<file path="src/sv/qprelu_pkg.sv">
// Shared types and constants of the quantized PReLU block.
package qprelu_pkg;

	localparam int VALUE_W    = 8;
	localparam int CH_W       = 10;
	localparam int SLOPE_W    = 24;
	localparam int CFG_DATA_W = 32;
	localparam int CFG_IDX_W  = 3;

	// Operation carried by an input item
	localparam logic FUNC_SLOPE = 1'b0;
	localparam logic FUNC_DATA  = 1'b1;

	localparam logic LAYOUT_NHWC = 1'b0;
	localparam logic LAYOUT_NCHW = 1'b1;

	// 1.0 in the slope format, used as multiplier on the positive side
	localparam logic [SLOPE_W-1:0] ONE_Q16 = 24'h01_0000;

	localparam logic [31:0] SRC_SCALE_RST     = 32'h0100_0000;
	localparam logic [31:0] DST_INV_SCALE_RST = 32'h0001_0000;

	typedef enum logic [CFG_IDX_W-1:0] {
		CFG_SRC_ZERO,
		CFG_SRC_SCALE,
		CFG_DST_INV_SCALE,
		CFG_DST_ZERO,
		CFG_LAYOUT,
		CFG_CHANNEL_COUNT,
		CFG_SPATIAL_COUNT
	} cfg_index_t;

	typedef struct packed {
		logic [7:0]  src_zero;
		logic [31:0] src_scale;
		logic [31:0] dst_inv_scale;
		logic [7:0]  dst_zero;
		logic        layout;
		logic [10:0] channel_count;
		logic [20:0] spatial_count;
	} qprelu_cfg_t;

	typedef struct packed {
		logic [CH_W-1:0] channel;
		logic            last;
	} qprelu_pos_t;

endpackage

</file>
<file path="src/sv/qprelu_pos.sv">
// Channel and spatial position counters with end-of-tensor flag.
module qprelu_pos import qprelu_pkg::*; #(
	parameter int MAX_CHANNELS = 1024,
	parameter int MAX_SPATIAL  = 1048576,
	localparam int AW = (MAX_CHANNELS > 1) ? $clog2(MAX_CHANNELS) : 1
) (
	input  logic          clk,
	input  logic          arst_n,
	input  qprelu_cfg_t   cfg,
	input  logic          step,
	output qprelu_pos_t   pos,
	output logic [AW-1:0] rd_addr
);

	localparam int CW = $clog2(MAX_CHANNELS + 1);
	localparam int SW = $clog2(MAX_SPATIAL + 1);

	logic [CW-1:0] ch_q, cc, ch_inc;
	logic [SW-1:0] sp_q, sc, sp_inc;
	logic          c_end, s_end, last_w;

	// Limit the counts to 1..max
	always_comb begin
		if (cfg.channel_count == '0) begin
			cc = CW'(1);
		end else if (32'(cfg.channel_count) > 32'(MAX_CHANNELS)) begin
			cc = CW'(MAX_CHANNELS);
		end else begin
			cc = CW'(cfg.channel_count);
		end
		if (cfg.spatial_count == '0) begin
			sc = SW'(1);
		end else if (32'(cfg.spatial_count) > 32'(MAX_SPATIAL)) begin
			sc = SW'(MAX_SPATIAL);
		end else begin
			sc = SW'(cfg.spatial_count);
		end
	end

	assign ch_inc = ch_q + CW'(1);
	assign sp_inc = sp_q + SW'(1);
	assign c_end  = ch_inc >= cc;
	assign s_end  = sp_inc >= sc;
	assign last_w = c_end && s_end;

	always_ff @(posedge clk or negedge arst_n) begin
		if (!arst_n) begin
			ch_q <= '0;
			sp_q <= '0;
		end else if (step) begin
			priority if (last_w) begin
				ch_q <= '0;
				sp_q <= '0;
			end else if (cfg.layout == LAYOUT_NHWC) begin
				if (c_end) begin
					ch_q <= '0;
					sp_q <= sp_inc;
				end else begin
					ch_q <= ch_inc;
				end
			end else begin
				if (s_end) begin
					sp_q <= '0;
					ch_q <= ch_inc;
				end else begin
					sp_q <= sp_inc;
				end
			end
		end
	end

	assign pos.channel = CH_W'(ch_q);
	assign pos.last    = last_w;
	assign rd_addr     = AW'(ch_q);

	a_last_clears: assert property (@(posedge clk) disable iff (!arst_n)
		step && last_w |=> ch_q == '0 && sp_q == '0)
		else $error("positions not cleared after last item");

	a_step_moves: assert property (@(posedge clk) disable iff (!arst_n)
		step && !last_w |=> ch_q != $past(ch_q) || sp_q != $past(sp_q))
		else $error("position did not advance");

endmodule

</file>
<file path="config.mk">
export PLATFORM = sky130hd
export DESIGN_NAME = qprelu_pos
export DESIGN_NICKNAME = d
export VERILOG_FILES = /design/src/sv/qprelu_pkg.sv /design/src/sv/qprelu_pos.sv
export SDC_FILE = /design/constraint.sdc
export NUM_CORES = 1
export LEC_CHECK = 0
export BUFFER_PORTS_ARGS = -buffer_cell sky130_fd_sc_hd__buf_2
export CAP_MARGIN = 20
export CORE_UTILIZATION = 44
export CTS_BUF_LIST = sky130_fd_sc_hd__clkbuf_4 sky130_fd_sc_hd__clkbuf_8 sky130_fd_sc_hd__clkbuf_16
export DETAILED_ROUTE_END_ITERATION = 16
export PLACE_DENSITY = 0.84
export SETUP_SLACK_MARGIN = 0.02
export SYNTH_ARGS = -nofsm -noshare
export SYNTH_HDL_FRONTEND = slang
export SYNTH_SLANG_ARGS = --single-unit
</file>
<file path="constraint.sdc">
create_clock -name clk -period 3.6 [get_ports clk]
set_input_delay 0.18 -clock clk [delete_from_list [all_inputs] [get_ports clk]]
set_output_delay 0.18 -clock clk [all_outputs]
set_load 0.03 [all_outputs]
</file>
==> results.cfg <==
[global_route]
antenna_found_initial = 0
grtUsageTotal_pct = 23.9
grt-ovfl-total = 0
grt_pass1_vias = 2991
grt_pass1_wl_um = 13800
grt_max_degree = 33

[clock_network]
clk_latency_ns = 0.30
htree_num_levels = 2
clock_path_buffers = 2
cts_root_buf = clkbuf_8
cts.clk_slew.worst_paths_ns = 0.08
cts_tree = done
cts_made_buffers = 5
cts.sinks = 32

[worst_setup_path]
crit_fanout = 6
crit_slowest_cell = or4b_4
reg2reg_slack_ns = -0.07
cp_slowest_stage_delay_ns = 0.50
endpoint_kind = output pin
worst_r2r_path_depth = 15
critPathTopFamily = simple AND/OR/NAND/NOR gates
critPathLaunchType = flop
r2r_start = sp_q[7]$_DFFE_PN0P_
reg2reg_to = ch_q[9]$_DFFE_PN0P_
crit_buf_inv = 2
cp.arrival_ns = 3.51
crit_chain = and3_4 > and3_4 > nand3_4 > or2_4 > or3_4 > nand2_4 > ha_4 > nand4_1 > nor3_2 > or4b_4 > o211a_4 > buf_6 > nor2_4 > buf_6
cp.required_ns = 3.42
worstSetupPathType = reg -> out

[job]
max_cap_violations = 0

[final_layout]
area_delta_synth_final_pct = 25.8
n_fill_cell = 531
fin_cells = 498
diodes = 0
layout.cells.most_common = buf_2
drive_gt1_share_pct = 33.5
multiInputGateArea_um2 = 2140
nets = 570
ff_latch_area_um2 = 801
mostFrequentLayoutCells = 55 x buf_2, 47 x nand2_1, 32 x dfrtp_1, 31 x ha_1, 31 x buf_4

[synth]
synth_seq_area_share_pct = 26.3
synth_ff_type = dfrtp_1
yosys_register_bits = 32
syn_area_per_cell_um2 = 8.74
synth_area_um2 = 3050
syn_inst = 349
synth_enable_flop_cells = 0
synth-async-reset-ratio_pct = 100
ys_types = 58
yosysWarnings = 0
syn_nets = 499

[sta]
finalCritPeriodShare_pct = 103
slew_viol_final = 0
skew_ns = 0.0167
whs_ns = 0.290
slew_headroom_pct = 49.0
tightest_slew_ns = 0.765
rsz0062_at_grt = true
fin_setup_tns_ns = -0.595
hold_viol_final = 0
max_freq_ghz = 0.271
layout_min_cycle_time_ns = 3.69
finalWorstSetupSlack_ns = -0.0933
setup_violations = 16

[status]
outcome = finished, violations left
violations = negative setup slack

[power_and_ir_drop]
power_density_nw_per_um2 = 568
power_mw = 2.18
leakagePower_nw = 1.92
max-vdd-ir-drop_v = 0.000275

[placement]
place.gp.congestion = 0.836
portBuffers = 56
dp.cells = 475
dp_hpwl_um = 5770

[die]
die_height_um = 85.2
coreArea_um2 = 6530
rows = 29
die_area_um2 = 7270
initial_core_util_pct = 46.7
ios = 137
die_w_um = 85.2

[detailed_routing]
drc = 0
first_pass_iters = 4
drt_wl_total_um = 8240
via_per_inst = 5.97
vias = 2974
ant_nets = 0
wl_per_cell_um = 16.5
first_iter_violations = 295

[hold_path]
min_path_cells = 3
hold_class = in -> reg
min_to = ch_q[2]$_DFFE_PN0P_
hp-start = step
[kinds of logic after synthesis]
logic type / share of synthesized area (%)
muxes: 2.01
xor gates and xnor gates: 7.47
DFF: 26.3
and+or+nand+nor: 22.1
adders and majority gates: 14.0
buffers and inverters: 8.95
AOI/OAI and AO/OA: 19.2
[what timing repair did]
action	in CTS	in global routing
gates cloned	2	0
hold endpoints to repair	32	0
gates resized for setup	30	11
pin swaps	13	12
hold buffers	1	0
buffers inserted	9	4
setup endpoints to repair	33	33
[how the worst max path moves through the flow]
| stage | startpoint | to | cells after the start |
|---|---|---|---|
| 4_1_cts | sp_q[4]$_DFFE_PN0P_ | pos[0] | 14 |
| 6_report | sp_q[7]$_DFFE_PN0P_ | pos[0] | 14 |
| 2_1_floorplan | sp_q[2]$_DFFE_PN0P_ | ch_q[0]$_DFFE_PN0P_ | 15 |
| 5_1_grt | sp_q[7]$_DFFE_PN0P_ | ch_q[9]$_DFFE_PN0P_ | 15 |
| 3_5_place_dp | sp_q[9]$_DFFE_PN0P_ | ch_q[9]$_DFFE_PN0P_ | 14 |
| 3_3_place_gp | sp_q[9]$_DFFE_PN0P_ | ch_q[10]$_DFFE_PN0P_ | 14 |
[worst register-to-register path: stages (launching register included)]
cell	delay, ns
dfrtp_1	0.38
and3_4	0.20
and3_4	0.22
nand3_4	0.08
or2_4	0.29
or3_4	0.40
nand2_4	0.09
ha_4	0.14
nand4_1	0.12
nor3_2	0.18
or4b_4	0.50
o211a_4	0.29
buf_6	0.14
a21boi_4	0.19
buf_6	0.16
mux2i_1	0.21
[stage by stage]
stage / util, % / worst slack (ns) / area (um^2)
6_report: 58.7 / -0.0933 / 3830
5_1_grt: 58.7 / -0.210 / 3830
3_5_place_dp: 52.3 / -0.175 / 3420
2_1_floorplan: - / 0.0512 / 3060
3_3_place_gp: 52.3 / 0.0124 / 3420
4_1_cts: 57.5 / -0.121 / 3750
[registers in the layout (all words and copies together), names as in the netlist]
signal / flops
sp_q: 21
ch_q: 11
[power breakdown]
group | switching, mW | internal (mW) | leakage, nW
logic | 0.735 | 0.579 | 1.43
clock network | 0.149 | 0.205 | 0.0541
registers | 0.0819 | 0.427 | 0.432
total | 0.967 | 1.21 | 1.92
[layout make-up]
class                      count  share of cell area (%)
multi-input combinational    272                    55.7
timing repair buffer          96                    16.7
inverter                      13                    1.27
sequential                    32                    20.9
clock inverter                 3                    1.11
tap                           77                    2.51
clock buffer                   5                    1.79
[synth_stat cells, types with 6 or more instances]
library cell  count  area, um^2
xnor2_1          13         114
nor2_1           16        60.1
buf_4            22         165
nand2_1          49         184
nand3_1          12        60.1
nand4_1           7        43.8
o221ai_1          7        61.3
and3_1           11        68.8
dfrtp_1          32         801
a21oi_1          12        60.1
a22o_1           12         105
nor4_1            9        56.3
xor2_1           13         114
o21bai_1          6        45.0
inv_1            11        41.3
nor2b_1           6        37.5
o21ai_0           7        35.0
ha_1             34         425
[routing by layer]
layer / GRT usage, % / wire (um) / part of all wire (%)
met1: 28.7 / 3380 / 41
met2: 42.5 / 4230 / 51
met3: 4.38 / 491 / 6.0
met4: 8.78 / 134 / 1.6
met5: 0 / 0 / 0
(Power assumes the default switching activity.)
